File: config.mk
export PLATFORM = sky130hd
export DESIGN_NAME = nlw_back
export DESIGN_NICKNAME = d
export VERILOG_FILES = /design/src/nlw_pkg.sv /design/src/nlw_back.sv
export VERILOG_INCLUDE_DIRS = /design/src /design/src/src
export SDC_FILE = /design/constraint.sdc
export NUM_CORES = 2
export LEC_CHECK = 0
export ABC_AREA = 1
export BUFFER_PORTS_ARGS = -buffer_cell sky130_fd_sc_hd__buf_2
export CORE_MARGIN = 5
export CORE_UTILIZATION = 33
export CTS_BUF_LIST = sky130_fd_sc_hd__clkbuf_16
export CTS_CLUSTER_SIZE = 28
export DETAILED_ROUTE_END_ITERATION = 10
export PLACE_DENSITY = 0.59
export RECOVER_POWER = 100
export REMOVE_ABC_BUFFERS = 1
export SYNTH_ARGS = -nofsm -noshare
export SYNTH_HDL_FRONTEND = slang
export SYNTH_SLANG_ARGS = --single-unit
File: constraint.sdc
create_clock -name clk -period 17.1 [get_ports clk]
set_clock_uncertainty 0.1 [all_clocks]
set_input_delay 0.855 -clock clk [delete_from_list [all_inputs] [get_ports clk]]
set_output_delay 0.855 -clock clk [all_outputs]
set_load 0.1 [all_outputs]
File: src/neighbour_edge_weights_assert.svh
// Assertion macros shared by the neighbour edge weight RTL.
// Each macro expects signals named clk and rst in the using scope.
`ifndef NEIGHBOUR_EDGE_WEIGHTS_ASSERT_SVH
`define NEIGHBOUR_EDGE_WEIGHTS_ASSERT_SVH

`ifndef ASSERT_OFF
`define NLW_ASSERT_NEVER(lbl, expr) \
  lbl: assert property (@(posedge clk) disable iff (rst) !(expr)) \
    else $error("assertion failed: forbidden condition");
`define NLW_ASSERT_IMPLY(lbl, pre, post) \
  lbl: assert property (@(posedge clk) disable iff (rst) (pre) |-> (post)) \
    else $error("assertion failed: implication");
`define NLW_ASSERT_NEXT(lbl, pre, post) \
  lbl: assert property (@(posedge clk) disable iff (rst) (pre) |=> (post)) \
    else $error("assertion failed: next-cycle implication");
`else
`define NLW_ASSERT_NEVER(lbl, expr)
`define NLW_ASSERT_IMPLY(lbl, pre, post)
`define NLW_ASSERT_NEXT(lbl, pre, post)
`endif

`endif

File: src/nlw_pkg.sv
`timescale 1ns / 1ps
// ----------------------------------------------------------------------------
// nlw_pkg
// Shared types, register codes and the exponent step table of the
// neighbour edge weight block.
// ----------------------------------------------------------------------------
package nlw_pkg;

  // configuration register indexes
  localparam logic [1:0] REG_IMAGE_WIDTH = 2'd0;
  localparam logic [1:0] REG_BETA_SCALE  = 2'd1;
  localparam logic [1:0] REG_GAMMA_SCALE = 2'd2;

  localparam int unsigned CFG_DATA_W = 32;
  localparam int unsigned WEIGHT_W   = 22;
  localparam int unsigned EXP_STEPS  = 20;

  // 1/sqrt2 in Q0.16
  localparam logic [15:0] INV_SQRT2 = 16'd46341;

  // neighbour order inside an item
  localparam logic [1:0] NB_LEFT    = 2'd0;
  localparam logic [1:0] NB_UPLEFT  = 2'd1;
  localparam logic [1:0] NB_UP      = 2'd2;
  localparam logic [1:0] NB_UPRIGHT = 2'd3;

  // one classified pixel with its neighbour colors
  typedef struct packed {
    logic [23:0] pix;
    logic [23:0] left;
    logic [23:0] upleft;
    logic [23:0] up;
    logic [23:0] upright;
    logic [3:0]  ok;  // bit per neighbour, set when it lies inside the image
  } item_t;

  // round(65536 * exp(-2^k)) for k = 3 down to -16
  function automatic logic [15:0] exp_step(input logic [4:0] i);
    logic [15:0] t;
    t = 16'd0;
    unique case (i)
      5'd0:    t = 16'd22;
      5'd1:    t = 16'd1200;
      5'd2:    t = 16'd8869;
      5'd3:    t = 16'd24109;
      5'd4:    t = 16'd39750;
      5'd5:    t = 16'd51039;
      5'd6:    t = 16'd57835;
      5'd7:    t = 16'd61565;
      5'd8:    t = 16'd63520;
      5'd9:    t = 16'd64520;
      5'd10:   t = 16'd65026;
      5'd11:   t = 16'd65280;
      5'd12:   t = 16'd65408;
      5'd13:   t = 16'd65472;
      5'd14:   t = 16'd65504;
      5'd15:   t = 16'd65520;
      5'd16:   t = 16'd65528;
      5'd17:   t = 16'd65532;
      5'd18:   t = 16'd65534;
      5'd19:   t = 16'd65535;
      default: t = 16'd0;
    endcase
    return t;
  endfunction

endpackage

File: src/nlw_back.sv
`timescale 1ns / 1ps
// ----------------------------------------------------------------------------
// nlw_back
// Weight engine: for each of the four neighbours compute the squared color
// distance, scale by beta, evaluate exp(-x) bit by bit and scale by gamma.
// ----------------------------------------------------------------------------
`include "neighbour_edge_weights_assert.svh"

module nlw_back (
  input  logic           clk,
  input  logic           rst,
  input  logic [31:0]    beta_scale,
  input  logic [21:0]    gamma_scale,
  input  logic [21:0]    gamma_diag,
  input  logic           q_empty,
  output logic           q_pop,
  input  nlw_pkg::item_t q_data,
  output logic           out_valid,
  input  logic           out_ready,
  output logic [21:0]    left_weight,
  output logic [21:0]    upleft_weight,
  output logic [21:0]    up_weight,
  output logic [21:0]    upright_weight
);

  typedef enum logic [5:0] {
    B_IDLE  = 6'b000001,
    B_DIST  = 6'b000010,
    B_MULT  = 6'b000100,
    B_EXP   = 6'b001000,
    B_SCALE = 6'b010000,
    B_DONE  = 6'b100000
  } back_state_t;

  back_state_t    state;
  nlw_pkg::item_t item;
  logic [1:0]     k;
  logic [17:0]    d;
  logic [49:0]    x;
  logic [4:0]     step;
  logic [16:0]    e;
  logic [21:0]    res [4];

  logic [23:0]    nb;
  logic [21:0]    gain;
  logic           sat;
  logic [19:0]    xs;
  logic [33:0]    e_prod;
  logic [39:0]    w_prod;

  function automatic logic [17:0] sq_dist(input logic [23:0] a, input logic [23:0] b);
    logic [7:0]  df0;
    logic [7:0]  df1;
    logic [7:0]  df2;
    logic [15:0] s0;
    logic [15:0] s1;
    logic [15:0] s2;
    df0 = (a[7:0] > b[7:0]) ? a[7:0] - b[7:0] : b[7:0] - a[7:0];
    df1 = (a[15:8] > b[15:8]) ? a[15:8] - b[15:8] : b[15:8] - a[15:8];
    df2 = (a[23:16] > b[23:16]) ? a[23:16] - b[23:16] : b[23:16] - a[23:16];
    s0  = 16'(df0) * 16'(df0);
    s1  = 16'(df1) * 16'(df1);
    s2  = 16'(df2) * 16'(df2);
    return 18'(s0) + 18'(s1) + 18'(s2);
  endfunction

  // pick the neighbour color and gain for the current slot
  always_comb begin
    case (k)
      nlw_pkg::NB_LEFT:   nb = item.left;
      nlw_pkg::NB_UPLEFT: nb = item.upleft;
      nlw_pkg::NB_UP:     nb = item.up;
      default:            nb = item.upright;
    endcase
    gain   = k[0] ? gamma_diag : gamma_scale;
    sat    = |x[49:28];
    xs     = x[27:8];
    e_prod = 34'(e) * 34'(nlw_pkg::exp_step(step)) + 34'd32768;
    w_prod = 40'(gain) * 40'(e) + 40'd32768;
  end

  assign q_pop = (state == B_IDLE) && !q_empty;

  // sequencer over the four neighbours
  always_ff @(posedge clk) begin
    if (rst) begin
      state     <= B_IDLE;
      k         <= 2'd0;
      step      <= 5'd0;
    end else begin
      unique case (state)
        B_IDLE: begin
          if (!q_empty) begin
            k     <= 2'd0;
            state <= B_DIST;
          end
        end
        B_DIST: state <= B_MULT;
        B_MULT: begin
          step  <= 5'd0;
          state <= B_EXP;
        end
        B_EXP: begin
          if (sat || step == 5'(nlw_pkg::EXP_STEPS - 1)) begin
            state <= B_SCALE;
          end else begin
            step <= step + 5'd1;
          end
        end
        B_SCALE: begin
          k <= k + 2'd1;
          if (k == nlw_pkg::NB_UPRIGHT) begin
            state <= B_DONE;
          end else begin
            state <= B_DIST;
          end
        end
        B_DONE: begin
          if (!out_valid || out_ready) begin
            state <= B_IDLE;
          end
        end
        default: state <= B_IDLE;
      endcase
    end
  end

  // raise the result valid when loaded, drop it once taken
  always_ff @(posedge clk) begin
    if (rst) begin
      out_valid <= 1'b0;
    end else if (state == B_DONE) begin
      out_valid <= 1'b1;
    end else if (out_ready) begin
      out_valid <= 1'b0;
    end
  end

  // datapath registers
  always_ff @(posedge clk) begin
    if (q_pop) begin
      item <= q_data;
    end
    if (state == B_DIST) begin
      d <= sq_dist(item.pix, nb);
    end
    if (state == B_MULT) begin
      x <= 50'(beta_scale) * 50'(d);
      e <= 17'd65536;
    end
    if (state == B_EXP) begin
      if (sat) begin
        e <= 17'd0;
      end else if (xs[5'd19 - step]) begin
        e <= e_prod[32:16];
      end
    end
    if (state == B_SCALE) begin
      res[k] <= item.ok[k] ? w_prod[37:16] : 22'd0;
    end
    if (state == B_DONE && (!out_valid || out_ready)) begin
      left_weight    <= res[nlw_pkg::NB_LEFT];
      upleft_weight  <= res[nlw_pkg::NB_UPLEFT];
      up_weight      <= res[nlw_pkg::NB_UP];
      upright_weight <= res[nlw_pkg::NB_UPRIGHT];
    end
  end

  `NLW_ASSERT_IMPLY(a_step_range, state == B_EXP, step < 5'd20)
  `NLW_ASSERT_IMPLY(a_pop_when_idle, q_pop, state == B_IDLE)
  `NLW_ASSERT_NEXT(a_hold_stalled, out_valid && !out_ready, out_valid)

endmodule

==> results.yml <==
final_layout:
  nets: 9109
  fin_area_mm2: 0.0669
  layout-drive-gt1-share_pct: 4.89
  finish.utilization_pct: 36.0
  area_delta_synth_final_pct: 8.30
floorplanning:
  die_y_um: 443
  core-area_mm2: 0.186
  start_util_pct: 33.3
  rows: 158
  die-area_mm2: 0.196
  die_x_um: 443
  ios: 294
sta:
  finalCritPeriodShare_pct: 65.6
  hold_violations: 0
  setup_viol: 0
  setup_tns_ns: 0
  period_minus_slack_ns: 11.22
  tightest_slew_ns: 3.73
  max_freq_mhz: 89.1
  relSlewSlack_pct: -149
  slew_viol_final: 436
  rsz0062_at_grt: "no"
clock_network:
  clock_latency_ns: 0.61
  cts_sinks: 407
  tritoncts: "done"
  numCtsBuffers: 43
  clockBufferDepth: 3
  cts_resized: 0
  clk_pin_slew_ns: 0.06
  cts-root-buf: "clkbuf_16"
  h-tree-depth: 2
  post_cts_buffers: 0
  ctsHoldBuffers: 0
run:
  maxCapViolations: 13
yosys:
  yosysWarnings: 0
  syn_area_mm2: 0.0618
  synthFlopType: "edfxtp_1"
  netlist.area_leader.share_pct: 36.3
  synth_cell_type_count: 54
  avgSynthCellArea_um2: 8.62
  synth_top_area_cell: "fa_1"
  ys_ff_latch: 407
  async_flop_share_pct: 0
  ys_seq_area_share_pct: 19.0
  synth-edff-count: 360
  postSynthCellCount: 7167
  synthTopCellsByArea: "fa_1, edfxtp_1, inv_1"
setup_path:
  cpMaxStageDelayCell: "dfxtp_1"
  startpoint_type: "flop"
  crit_family: "adder cells"
  crit_buf_inv: 7
  critPathArrivalTime_ns: 11.45
  crit_top_cell: "fa_1"
  critPathCaptureType: "flop"
  worstPathMaxFanout: 27
  cp_data_required_time_ns: 17.34
  cpPeakStageDelay_ns: 1.08
  timing_worst_setup_path_type: "flop to flop"
global_route:
  grt_pass1_vias: 50200
  grtUsageTotal_pct: 17.2
  grt_pass1_wl_mm: 273
  grt_max_degree: 70
  antenna_found_initial: 14
  grt.overflow.total: 0
placed_design:
  gp_congestion: 0.907
  placed_area_mm2: 0.0658
  hpwlAfterDp_mm: 136
  numPortBuffers: 293
routing:
  ant_nets: 0
  drt_pre_antenna_iters: 6
  drc_errors: 0
  drtIter0Drc: 2884
  vias: 46200
  vias_per_cell: 4.71
  wl_mm: 168
  drt-wirelength-per-cell_um: 17.1
min_path:
  worstHoldPathType: "flop to flop"
status:
  violations: "capacitance limit, slew limit"
  status: "finished with violations"
[path summary, 6_finish.rpt]
path	startpoint	endpoint	slack (ns)	cells past startpoint
max	k[0]	d[15]	5.88	33
min	res[3][14]	upright_weight[14]	0.31	0
max reg2reg	k[0]	d[15]	5.88	33
min reg2reg	res[3][14]	upright_weight[14]	0.31	0
[routing by layer]
metal | track usage [%] | vias to the layer above | part of all wire [%] | wire length [µm]
met1 | 22.4 | 23400 | 42 | 70900
met2 | 30.4 | 1224 | 50 | 83900
li1 | - | 21500 | - | -
met4 | 4.29 | 4 | 2.4 | 4090
met3 | 2.16 | 200 | 5.3 | 8830
met5 | 0 | - | 0.016 | 27
[cell families after synthesis]
family / Yosys count / share of synthesized area (%)
AOI/OAI and AO/OA: 503 / 4.76
xor gates and xnor gates: 101 / 1.44
adders and majority gates: 1617 / 46.4
buffers and inverters: 2091 / 12.7
DFF: 407 / 19.0
and+or+nand+nor: 2448 / 15.7
[area by class of cell]
type | instances | area [µm²]
Fill cell | 19300 | 119000
Multi-Input combinational cell | 4669 | 42100
Sequential cell | 407 | 11800
Inverter | 1815 | 6810
Tap cell | 2480 | 3100
Timing Repair Buffer | 352 | 1730
Clock buffer | 43 | 1080
Clock inverter | 29 | 280
Antenna cell | 20 | 50.0
[cells in the mapped netlist (42+ instances only)]
cell type  count
o21ai_0      130
xor2_1        76
clkbuf_1     238
nand2_1     1720
edfxtp_1     360
or2_2         42
nand3_1      141
fa_1        1121
inv_1       1794
dfxtp_1       47
a21oi_1      195
nor2_1       452
ha_1         496
[worst reg2reg max path: cells and delay by family (launching register included)]
kind	cells	cell delay [ns]
buf+inv	7	1.38
simple gates	6	0.97
fa+ha+maj	10	4.27
xor+xnor	2	0.78
compound gates	8	2.39
flops	1	1.08
[metrics by stage]
| step | cells | hold slack [ns] | setup WS (ns) |
|---|---|---|---|
| floorplan | 6891 | 0.300 | 8.08 |
| global placement | 9723 | 0.300 | 7.51 |
| detailed placement | 9723 | 0.305 | 7.44 |
| CTS | 9795 | 0.266 | 7.41 |
| global route | 9812 | 0.278 | 5.19 |
| finish | 9815 | 0.313 | 5.88 |
[layout by cell type, fill, tap and decap left out, types with 8 or more instances in the layout]
cell       synthesis  final
inv_1           1794   1802
nand2_1         1720   1723
fa_1            1121   1121
ha_1             496    496
nor2_1           452    449
edfxtp_1         360    360
a21oi_1          195    196
buf_2             15    189
nand3_1          141    143
o21ai_0          130    137
clkbuf_1         238    118
xor2_1            76     77
dfxtp_1           47     47
buf_4              2     45
clkbuf_16          0     43
or2_2             42     42
nor3_1            38     38
o21bai_1          26     26
o22ai_1           25     25
a22o_1            24     24
xnor2_1           24     24
a21o_1            23     23
diode_2            0     20
nand4_1           18     19
o21a_1            17     17
clkinv_1          10     15
a31oi_1           12     12
a21boi_0          10     10
o221ai_1           8      8
inv_2             11      8
[registers in the layout (all words and copies together) (netlist names), named ones only]
register / cells
item: 124
res: 88
k: 2
step: 5
x: 42
state: 6
out_valid: 1
left_weight: 22
d: 18
upright_weight: 22
upleft_weight: 22
e: 17
up_weight: 22
Power is left out: the tool's default activity adds up to more than one toggle a clock period on the data nets, which glitch-free logic cannot reach.
