==> config.mk <==
export PLATFORM = sky130hd
export DESIGN_NAME = nlw_queue
export DESIGN_NICKNAME = d
export VERILOG_FILES = /design/src/nlw_pkg.sv /design/src/nlw_queue.sv
export VERILOG_INCLUDE_DIRS = /design/src /design/src/src
export SDC_FILE = /design/constraint.sdc
export NUM_CORES = 1
export LEC_CHECK = 0
export ABC_AREA = 1
export BUFFER_PORTS_ARGS = -buffer_cell sky130_fd_sc_hd__buf_4
export CORE_ASPECT_RATIO = 1.75
export CORE_UTILIZATION = 45
export CTS_CLUSTER_SIZE = 25
export DETAILED_ROUTE_END_ITERATION = 8
export PLACE_DENSITY = 0.73
export SYNTH_ARGS = -nofsm -noshare
export SYNTH_HDL_FRONTEND = slang
export SYNTH_SLANG_ARGS = --single-unit
==> constraint.sdc <==
create_clock -name clk -period 7.14 [get_ports clk]
set_input_delay 0 -clock clk [delete_from_list [all_inputs] [get_ports clk]]
set_output_delay 0 -clock clk [all_outputs]
set_load 0.01 [all_outputs]
==> src/neighbour_edge_weights_assert.svh <==
// Assertion macros shared by the neighbour edge weight RTL.
// Each macro expects signals named clk and rst in the using scope.
`ifndef NEIGHBOUR_EDGE_WEIGHTS_ASSERT_SVH
`define NEIGHBOUR_EDGE_WEIGHTS_ASSERT_SVH

`ifndef ASSERT_OFF
`define NLW_ASSERT_NEVER(lbl, expr) \
  lbl: assert property (@(posedge clk) disable iff (rst) !(expr)) \
    else $error("assertion failed: forbidden condition");
`define NLW_ASSERT_IMPLY(lbl, pre, post) \
  lbl: assert property (@(posedge clk) disable iff (rst) (pre) |-> (post)) \
    else $error("assertion failed: implication");
`define NLW_ASSERT_NEXT(lbl, pre, post) \
  lbl: assert property (@(posedge clk) disable iff (rst) (pre) |=> (post)) \
    else $error("assertion failed: next-cycle implication");
`else
`define NLW_ASSERT_NEVER(lbl, expr)
`define NLW_ASSERT_IMPLY(lbl, pre, post)
`define NLW_ASSERT_NEXT(lbl, pre, post)
`endif

`endif

==> src/nlw_pkg.sv <==
`timescale 1ns / 1ps
// ----------------------------------------------------------------------------
// nlw_pkg
// Shared types, register codes and the exponent step table of the
// neighbour edge weight block.
// ----------------------------------------------------------------------------
package nlw_pkg;

  // configuration register indexes
  localparam logic [1:0] REG_IMAGE_WIDTH = 2'd0;
  localparam logic [1:0] REG_BETA_SCALE  = 2'd1;
  localparam logic [1:0] REG_GAMMA_SCALE = 2'd2;

  localparam int unsigned CFG_DATA_W = 32;
  localparam int unsigned WEIGHT_W   = 22;
  localparam int unsigned EXP_STEPS  = 20;

  // 1/sqrt2 in Q0.16
  localparam logic [15:0] INV_SQRT2 = 16'd46341;

  // neighbour order inside an item
  localparam logic [1:0] NB_LEFT    = 2'd0;
  localparam logic [1:0] NB_UPLEFT  = 2'd1;
  localparam logic [1:0] NB_UP      = 2'd2;
  localparam logic [1:0] NB_UPRIGHT = 2'd3;

  // one classified pixel with its neighbour colors
  typedef struct packed {
    logic [23:0] pix;
    logic [23:0] left;
    logic [23:0] upleft;
    logic [23:0] up;
    logic [23:0] upright;
    logic [3:0]  ok;  // bit per neighbour, set when it lies inside the image
  } item_t;

  // round(65536 * exp(-2^k)) for k = 3 down to -16
  function automatic logic [15:0] exp_step(input logic [4:0] i);
    logic [15:0] t;
    t = 16'd0;
    unique case (i)
      5'd0:    t = 16'd22;
      5'd1:    t = 16'd1200;
      5'd2:    t = 16'd8869;
      5'd3:    t = 16'd24109;
      5'd4:    t = 16'd39750;
      5'd5:    t = 16'd51039;
      5'd6:    t = 16'd57835;
      5'd7:    t = 16'd61565;
      5'd8:    t = 16'd63520;
      5'd9:    t = 16'd64520;
      5'd10:   t = 16'd65026;
      5'd11:   t = 16'd65280;
      5'd12:   t = 16'd65408;
      5'd13:   t = 16'd65472;
      5'd14:   t = 16'd65504;
      5'd15:   t = 16'd65520;
      5'd16:   t = 16'd65528;
      5'd17:   t = 16'd65532;
      5'd18:   t = 16'd65534;
      5'd19:   t = 16'd65535;
      default: t = 16'd0;
    endcase
    return t;
  endfunction

endpackage

==> src/nlw_queue.sv <==
`timescale 1ns / 1ps
// ----------------------------------------------------------------------------
// nlw_queue
// Two-entry request queue between the pixel front end and the weight engine.
// ----------------------------------------------------------------------------
`include "neighbour_edge_weights_assert.svh"

module nlw_queue (
  input  logic           clk,
  input  logic           rst,
  input  logic           push,
  input  nlw_pkg::item_t push_data,
  output logic           full,
  input  logic           pop,
  output nlw_pkg::item_t pop_data,
  output logic           empty
);

  nlw_pkg::item_t slots [2];
  logic           wr_ptr;
  logic           rd_ptr;
  logic [1:0]     count;

  assign full     = (count == 2'd2);
  assign empty    = (count == 2'd0);
  assign pop_data = slots[rd_ptr];

  // store incoming requests
  always_ff @(posedge clk) begin
    if (push) begin
      slots[wr_ptr] <= push_data;
    end
  end

  // advance pointers and occupancy
  always_ff @(posedge clk) begin
    if (rst) begin
      wr_ptr <= 1'b0;
      rd_ptr <= 1'b0;
      count  <= 2'd0;
    end else begin
      if (push) begin
        wr_ptr <= ~wr_ptr;
      end
      if (pop) begin
        rd_ptr <= ~rd_ptr;
      end
      case ({push, pop})
        2'b10:   count <= count + 2'd1;
        2'b01:   count <= count - 2'd1;
        default: count <= count;
      endcase
    end
  end

  `NLW_ASSERT_NEVER(a_no_overflow, push && full)
  `NLW_ASSERT_NEVER(a_no_underflow, pop && empty)
  `NLW_ASSERT_NEVER(a_count_range, count == 2'd3)

endmodule

==> Implementation_results.wiki, run 1 <==
{| class="wikitable"
! Metric !! Value
|-
| Run status || finished with violations
|-
| Failing checks || design-rule violations
|-
| Die boundary height || around 190 um
|-
| Worst VDD drop || 201 uV
|-
| Top-level I/O count || 254
|-
| Cell type with the largest total area after synthesis || sky130_fd_sc_hd__edfxtp_1
|-
| Final hold viol count || 0
|-
| Number of maximum-capacitance violations || 0
|-
| Detailed-route via count || 5351
|-
| Placeable core area || 0.0204 mm2
|-
| Power share of the clock group || between 30% and 40%
|-
| Worst setup timing slack at the placement stage || about 4.6 ns
|-
| Number of H-tree branching levels || 1
|-
| Worst EP required || between 7 and 8 ns
|-
| Count of cell types in the netlist || 15
|-
| Setup-failing EPs final || 0
|-
| Final Critical Period || about 3.1 ns
|-
| Most common cell after layout, fill and taps aside || sky130_fd_sc_hd__buf_4
|-
| Crit path buf inv count || 2
|-
| CTS sink count || about 250
|-
| Launching element type of the critical path || flip-flop
|-
| DRC || 24
|-
| Max Clock Skew || just over 0.008 ns
|-
| Critical path's slowest cell || sky130_fd_sc_hd__buf_4
|-
| Number of vias per cell || between 4 and 5
|-
| Sw Pwr || ~0.74 mW
|-
| Final worst-path setup slack || 4.03 ns
|-
| Most area-consuming cells after synthesis || sky130_fd_sc_hd__edfxtp_1, sky130_fd_sc_hd__mux2_4, sky130_fd_sc_hd__mux2_2
|-
| Met3 usage || around 3.7%
|-
| Syn-to-layout area delta || 44.1%
|-
| Starting Density || ~46%
|-
| Min-Delay Path Class || in2reg
|-
| Worst-path maximum fanout || 73
|-
| Top library cells by usage in the layout, fill and taps aside || sky130_fd_sc_hd__buf_4, sky130_fd_sc_hd__edfxtp_1, sky130_fd_sc_hd__dlygate4sd3_1
|-
| Final worst path period share || 43.6%
|-
| Number of nets in the layout || roughly 940
|-
| Vias in the first global route || approximately 6k
|-
| Internal Power || 2.70 mW
|-
| Avg Synthesized Cell Area || around 22 um2
|-
| Critical path capture point type || output pin
|-
| Category of cells accounting for the largest share of critical-path delay || buffers and inverters
|-
| LEAKAGE || 5.26 nW
|-
| GRT Residual Overflow || 0
|-
| Cells traversed along the worst timing path || buf_4 -> mux2_2 -> buf_4
|-
| Path type of the worst setup path || reg2out
|-
| CTS Buffer Depth || 3
|-
| Peak-usage layer in the global routing report || met2
|-
| #FFs+latches synth || about 250
|-
| # port buffers || around 250
|-
| Total standard cell area after synthesis || 0.00941 mm2
|-
| Crit-path max cell delay || 0.99 ns
|-
| M2 GR Usage || about two fifths
|-
| Post-Route Setup TNS || 0 ns
|-
| Post-DRT Antenna Nets || 0
|-
| Final RePlAce weighted congestion || 0.770
|-
| Maximum clock frequency || ~0.32 GHz
|-
| Sequential-to-total area share from yosys stat || approximately 80%
|-
| Reg power frac || between 50% and 60%
|-
| Most common cell type on the critical path || sky130_fd_sc_hd__buf_4
|-
| Reg clk slew, reported paths || approximately 0.070 ns
|-
| RSZ-0062 raised after global routing || no
|-
| CTS tree || done
|-
| Wire per inst || approximately 20 um
|-
| Final HPWL DP || about 13000 um
|-
| Post-Syn Nets || ~550
|-
| Drt first pass iters || 6
|-
| Total track usage || roughly a fifth
|-
| Starting DRC count in detailed routing || 245
|-
| Total Routed Length || around 22000 um
|-
| YS warnings || 0
|-
| TritonCTS buffer count || 23
|-
| Filler Cells Inserted || between 1k and 1.5k
|-
| Pin count of the biggest net entering global routing || 80
|-
| Clk Latency, worst-skew pair || roughly 0.5 ns
|-
| Std cell rows || 69
|-
| Die area || 0.0215 mm2
|-
| Antenna violations before repair || 1
|-
| Synthesized instance count || 419
|-
| Area share of the largest cell type after synthesis || approximately 79%
|-
| Pwr Density || 254 mW/mm2
|-
| First-pass GRT wire length || 32200 um
|-
| Headroom to the max-slew limit || roughly a fifth
|-
| Switching part of the total || between 20 and 25%
|-
| Part of the power in combinational logic || a little over an eighth
|-
| Max-slew violation total from the final report || 0
|-
| Die extent in x || between 100 and 150 um
|-
| Arrival time of data at the critical path endpoint || 3.11 ns
|-
| Met1 layer usage reported by global route || roughly 18%
|-
| Ratio of cells with drive above 1 in the final layout || roughly 50%
|-
| Buffer cell driving the clock tree root || sky130_fd_sc_hd__clkbuf_16
|-
| Slew at the pin with the worst max-slew slack || about 1.2 ns
|}
[layer usage]
layer | up-vias | share of wire (%)
met2 | 229 | 56
met5 | - | 0
met4 | 0 | 5.8
met3 | 71 | 5.6
li1 | 2434 | -
met1 | 2617 | 32
[synthesized netlist by cell type (all sizes together)]
cell type,n
a21oi,1
buf,14
dfxtp,5
edfxtp,248
ha,1
inv,7
mux2,124
nand2,5
nand4,1
nor2,10
nor3,1
o21ai,1
xnor2,1
[per-stage QoR]
| step | instances | hold WS (ns) | util, % | instance area, um2 | power (mW) |
|---|---|---|---|---|---|
| 2_1_floorplan | 419 | 0.0724 | - | 9410 | 2.00 |
| 3_3_place_gp | 910 | 0.186 | 56.7 | 11500 | 2.18 |
| 3_5_place_dp | 910 | 0.188 | 56.7 | 11500 | 2.20 |
| 4_1_cts | 1078 | 0.208 | 66.6 | 13600 | 3.46 |
| 5_1_grt | 1079 | 0.215 | 66.6 | 13600 | 3.55 |
| 6_report | 1079 | 0.230 | 66.6 | 13600 | 3.44 |
[cell type report]
| class | instances | area, um2 | area share (%) |
|---|---|---|---|
| Antenna cell | 1 | 2.50 | 0.0185 |
| Clock buffer | 27 | 591 | 4.35 |
| Timing Repair Buffer | 385 | 3210 | 23.7 |
| Tap cell | 248 | 310 | 2.29 |
| Multi-Input combinational cell | 145 | 1730 | 12.7 |
| Clock inverter | 13 | 141 | 1.04 |
| Inverter | 7 | 28.8 | 0.212 |
| Sequential cell | 253 | 7550 | 55.7 |
[power by group through the flow]
| stage | clock [mW] | sequential [mW] | combinational [mW] |
|---|---|---|---|
| after floorplan | 0 | 1.78 | 0.220 |
| after global placement | 0 | 1.78 | 0.398 |
| after detailed placement | 0 | 1.79 | 0.409 |
| after CTS | 1.23 | 1.76 | 0.470 |
| after global routing | 1.29 | 1.77 | 0.496 |
| final | 1.21 | 1.76 | 0.472 |
[worst paths after layout]
| check | startpoint | end | slack, ns | depth (start not counted) |
|---|---|---|---|---|
| worst min-delay path | push_data[99] | slots[0][99] | 0.23 | 2 |
| worst min register to register | wr_ptr | wr_ptr | 0.57 | 2 |
| worst max register to register | wr_ptr | slots[1][72] | 4.72 | 3 |
| worst max-delay path | flip-flop | pop_data[41] | 4.03 | 3 |
[state kept, by name, summed over array words and instances (netlist names), named ones only]
name / count
count: 2
slots: 248
wr_ptr: 1
rd_ptr: 1
[timing repair]
action	CTS	global route
gates resized for setup	0	0
endpoints found under the hold margin	253	0
hold buffers	128	0
setup buffers	0	0
setup endpoints to repair	0	0
[logic make-up (layout without fill, tap and decap cells)]
family / count (synthesis) / in the layout / share of synthesized area [%]
compound gates: 2 / 2 / 0.106
xor+xnor: 1 / 1 / 0.0931
fa+ha+maj: 1 / 1 / 0.133
buf+inv: 21 / 432 / 1.56
flops: 253 / 253 / 80.2
mux: 124 / 124 / 17.2
other cells: 0 / 1 / 0
simple gates: 17 / 17 / 0.718
Note: power is estimated with default switching activity, not from simulation.
==> run 2: changes to the inputs <==
--- a/config.mk
+++ b/config.mk
@@ -6,7 +6,7 @@
 export SDC_FILE = /design/constraint.sdc
 export NUM_CORES = 1
 export LEC_CHECK = 0
-export ABC_AREA = 1
+export ABC_AREA = 0
 export BUFFER_PORTS_ARGS = -buffer_cell sky130_fd_sc_hd__buf_4
 export CORE_ASPECT_RATIO = 1.75
 export CORE_UTILIZATION = 45
==> constraint.sdc (replaced) <==
create_clock -name clk -period 3.2 [get_ports clk]
set_input_delay 0 -clock clk [delete_from_list [all_inputs] [get_ports clk]]
set_output_delay 0 -clock clk [all_outputs]
set_load 0.01 [all_outputs]
==> run 2 against run 1 <==
Against the previous run:
- the flow still finishes with violations (design-rule violations)
- register-to-register slack worse by 3.3 ns
- wire length is 5.7% lower
- global-route usage is 1.5 points lower
- sequential share of layout area is 0.27 points lower
- count of clock-buffer cells in the layout is 4 higher
==> Implementation_results.wiki, run 2 <==
{| class="wikitable"
! Metric !! Value
|-
| Synthesized instance count || 408
|-
| Top library cells by usage in the layout, fill and taps aside || sky130_fd_sc_hd__buf_4, sky130_fd_sc_hd__edfxtp_1, sky130_fd_sc_hd__dlygate4sd3_1
|-
| Final worst path period share || 71.0%
|-
| Maximum clock frequency || 0.440 GHz
|-
| Dominant combinational cell family by area after synthesis || multiplexers
|-
| Std cell rows || 69
|-
| Post-Synth Adder-Cell Area || 0.133%
|-
| Final RePlAce weighted congestion || a little under 0.8
|-
| Largest register by flop count || slots
|-
| Drt first pass iters || 6
|-
| Min-Delay Path Class || in2reg
|-
| Die area || approximately 0.021 mm2
|-
| M2 GR Usage || a little over a third
|-
| Cells traversed along the worst timing path || buf_12 -> mux2_2 -> buf_4
|-
| YS warnings || 0
|-
| Synth Area in XOR/XNOR || 0.373%
|-
| LEAKAGE || 5.27 nW
|-
| Critical path capture point type || output pin
|-
| Post-Route Setup TNS || 0 ns
|-
| GRT Residual Overflow || 0
|-
| Worst-path maximum fanout || 46
|-
| Die boundary height || about 190 um
|-
| Number of maximum-capacitance violations || 0
|-
| Total track usage || about 18%
|-
| Pin count of the biggest net entering global routing || just over 60
|-
| Area fraction in and, or, nand and nor cells after synthesis || less than 1%
|-
| Vias in the first global route || 5803
|-
| DRC || 26
|-
| Worst EP required || around 3.2 ns
|-
| Syn-to-layout area delta || 45.2%
|-
| Most frequent cells after synthesis || sky130_fd_sc_hd__edfxtp_1, sky130_fd_sc_hd__mux2_2, sky130_fd_sc_hd__mux2_4
|-
| Met3 usage || 3.53%
|-
| Starting DRC count in detailed routing || about 230
|-
| Slew at the pin with the worst max-slew slack || a little over 0.7 ns
|-
| Buffer cell driving the clock tree root || sky130_fd_sc_hd__clkbuf_16
|-
| Number of nets in the layout || a little over 900
|-
| Number of H-tree branching levels || 1
|-
| Top-level I/O count || ~250
|-
| Sw Pwr || between 1.5 and 2 mW
|-
| CTS sink count || approximately 250
|-
| Arrival time of data at the critical path endpoint || between 2 and 2.5 ns
|-
| Path type of the worst setup path || reg2out
|-
| Total Routed Length || ~20000 um
|-
| Proportion of synthesized flip-flops having asynchronous set or reset || 0%
|-
| Headroom to the max-slew limit || approximately 52%
|-
| Critical path's slowest cell || sky130_fd_sc_hd__dfxtp_4
|-
| Max Clock Skew || 0.00676 ns
|-
| EDFF count, synth || 248
|-
| Clk Latency, worst-skew pair || just under 0.5 ns
|-
| #FFs+latches synth || around 250
|-
| Number of vias per cell || roughly 5
|-
| Die extent in x || between 100 and 150 um
|-
| Post-cts gate resize count || 0
|-
| Run status || finished with violations
|-
| # port buffers || about 250
|-
| Avg Synthesized Cell Area || around 23 um2
|-
| Sequential-to-total area share from yosys stat || between 80% and 90%
|-
| Part of the power in combinational logic || around 14%
|-
| Worst VDD drop || 608 uV
|-
| Complex-gate fraction of the synthesized area || less than 1%
|-
| Post-DRT Antenna Nets || 0
|-
| TritonCTS buffer count || 22
|-
| Most common cell after layout, fill and taps aside || sky130_fd_sc_hd__buf_4
|-
| CTS Buffer Depth || 3
|-
| Final HPWL DP || 12800 um
|-
| Setup-failing EPs final || 0
|-
| Count of cell types in the netlist || 16
|-
| Power share of the clock group || between 30% and 40%
|-
| Peak-usage layer in the global routing report || met2
|-
| Top-count cell post-synth || sky130_fd_sc_hd__edfxtp_1
|-
| Wire per inst || 19.1 um
|-
| Primary FF master, synth || sky130_fd_sc_hd__edfxtp_1
|-
| Most area-consuming cells after synthesis || sky130_fd_sc_hd__edfxtp_1, sky130_fd_sc_hd__mux2_4, sky130_fd_sc_hd__mux2_2
|-
| Number of flip-flops under the largest register name || about 250
|-
| Reg clk slew, reported paths || about 0.060 ns
|-
| Ratio of cells with drive above 1 in the final layout || about half
|-
| RSZ-0062 raised after global routing || no
|-
| Multiplexer share of the synthesized area || between 10% and 20%
|-
| Total standard cell area after synthesis || around 0.0094 mm2
|-
| CTS tree || done
|-
| Final hold viol count || 0
|-
| Crit-path max cell delay || between 0.8 and 0.9 ns
|-
| First-pass GRT wire length || ~30000 um
|-
| Detailed-route via count || 5269
|-
| Antenna violations before repair || 1
|-
| Largest registers || slots x248, count x2
|-
| Failing checks || design-rule violations
|-
| Final Critical Period || ~2.3 ns
|-
| Met1 layer usage reported by global route || 18.2%
|-
| Launching element type of the critical path || flip-flop
|-
| Internal Power || 6.15 mW
|-
| Filler Cells Inserted || between 1k and 1.5k
|-
| Switching part of the total || 21.1%
|-
| Reg power frac || around half
|-
| Total power consumption of the routed design || about 8 mW
|-
| Cell type with the largest total area after synthesis || sky130_fd_sc_hd__edfxtp_1
|-
| Placeable core area || around 0.020 mm2
|-
| Starting Density || a little under half
|-
| Pwr Density || around 570 mW/mm2
|-
| Max-slew violation total from the final report || 0
|-
| Area share of the largest cell type after synthesis || about four fifths
|-
| Post-Syn Nets || approximately 540
|}
## run 2: changes by cell type after synthesis
cell                      previous run  this run
sky130_fd_sc_hd__nor2_1             10         6
sky130_fd_sc_hd__inv_1               7         1
sky130_fd_sc_hd__nand2_1             5         0
sky130_fd_sc_hd__xnor2_1             1         3
sky130_fd_sc_hd__and2_1              0         1
sky130_fd_sc_hd__and2b_2             0         1
sky130_fd_sc_hd__xor2_1              0         1
sky130_fd_sc_hd__or3_1               0         1
sky130_fd_sc_hd__buf_2               6         7
sky130_fd_sc_hd__nand4_1             1         0
sky130_fd_sc_hd__buf_6               8         7
sky130_fd_sc_hd__nor3_1              1         0
## run 2: path summary, 6_finish.rpt
path / end / slack, ns / cells past startpoint / start
worst max-delay path: pop_data[33] / 0.93 / 3 / flip-flop
worst min-delay path: slots[0][59] / 0.24 / 2 / push_data[59]
worst max register to register: slots[1][41] / 1.42 / 2 / wr_ptr
worst min register to register: rd_ptr / 0.53 / 2 / rd_ptr
## run 2: timing repair
item	in CTS	in global routing
endpoints found under the hold margin	253	0
buffers inserted	0	0
hold buffers	128	0
## run 2: cell type report
| type | count | area (um2) | area share, % |
|---|---|---|---|
| sequential | 253 | 7550 | 55.4 |
| timing repair buffer | 388 | 3280 | 24.1 |
| multi-input combinational | 140 | 1730 | 12.7 |
| clock buffer | 31 | 636 | 4.66 |
| tap | 248 | 310 | 2.28 |
| clock inverter | 7 | 109 | 0.799 |
| inverter | 1 | 3.75 | 0.0275 |
| antenna | 1 | 2.50 | 0.0184 |
## run 2: per-stage QoR
stage	hold WS (ns)	setup WS, ns	utilization [%]	instance area, um2	std cells
after floorplan	0.0691	0.599	-	9400	408
after global placement	0.185	1.49	56.9	11600	902
after detailed placement	0.187	1.42	56.9	11600	902
after CTS	0.218	0.923	66.9	13600	1068
after global routing	0.220	0.833	66.9	13600	1069
final	0.236	0.929	66.9	13600	1069
## run 2: power by group through the flow
stage	Combinational [mW]	Sequential (mW)	Clock [mW]
5_1_grt	1.19	3.96	2.89
4_1_cts	1.13	3.95	2.75
3_5_place_dp	0.997	4.02	0
6_report	1.13	3.95	2.71
2_1_floorplan	0.520	3.98	0
3_3_place_gp	0.975	4.00	0
## run 2: cells by family after synthesis
family,Yosys count
xor gates and xnor gates,4
and+or+nand+nor,9
muxes,124
buffers and inverters,15
DFF,253
adders and majority gates,1
AOI/OAI and AO/OA,2
## run 2: critical path, delay by kind of cell, from the launching register on
kind                   cells  cell delay [ns]
DFF                        1             0.82
buffers and inverters      2             0.53
muxes                      1             0.41
## run 2: per-layer routing
metal / part of all wire [%] / up-vias
li1: - / 2404
met1: 34 / 2618
met2: 57 / 202
met3: 5.6 / 45
met4: 3.6 / 0
met5: 0 / -
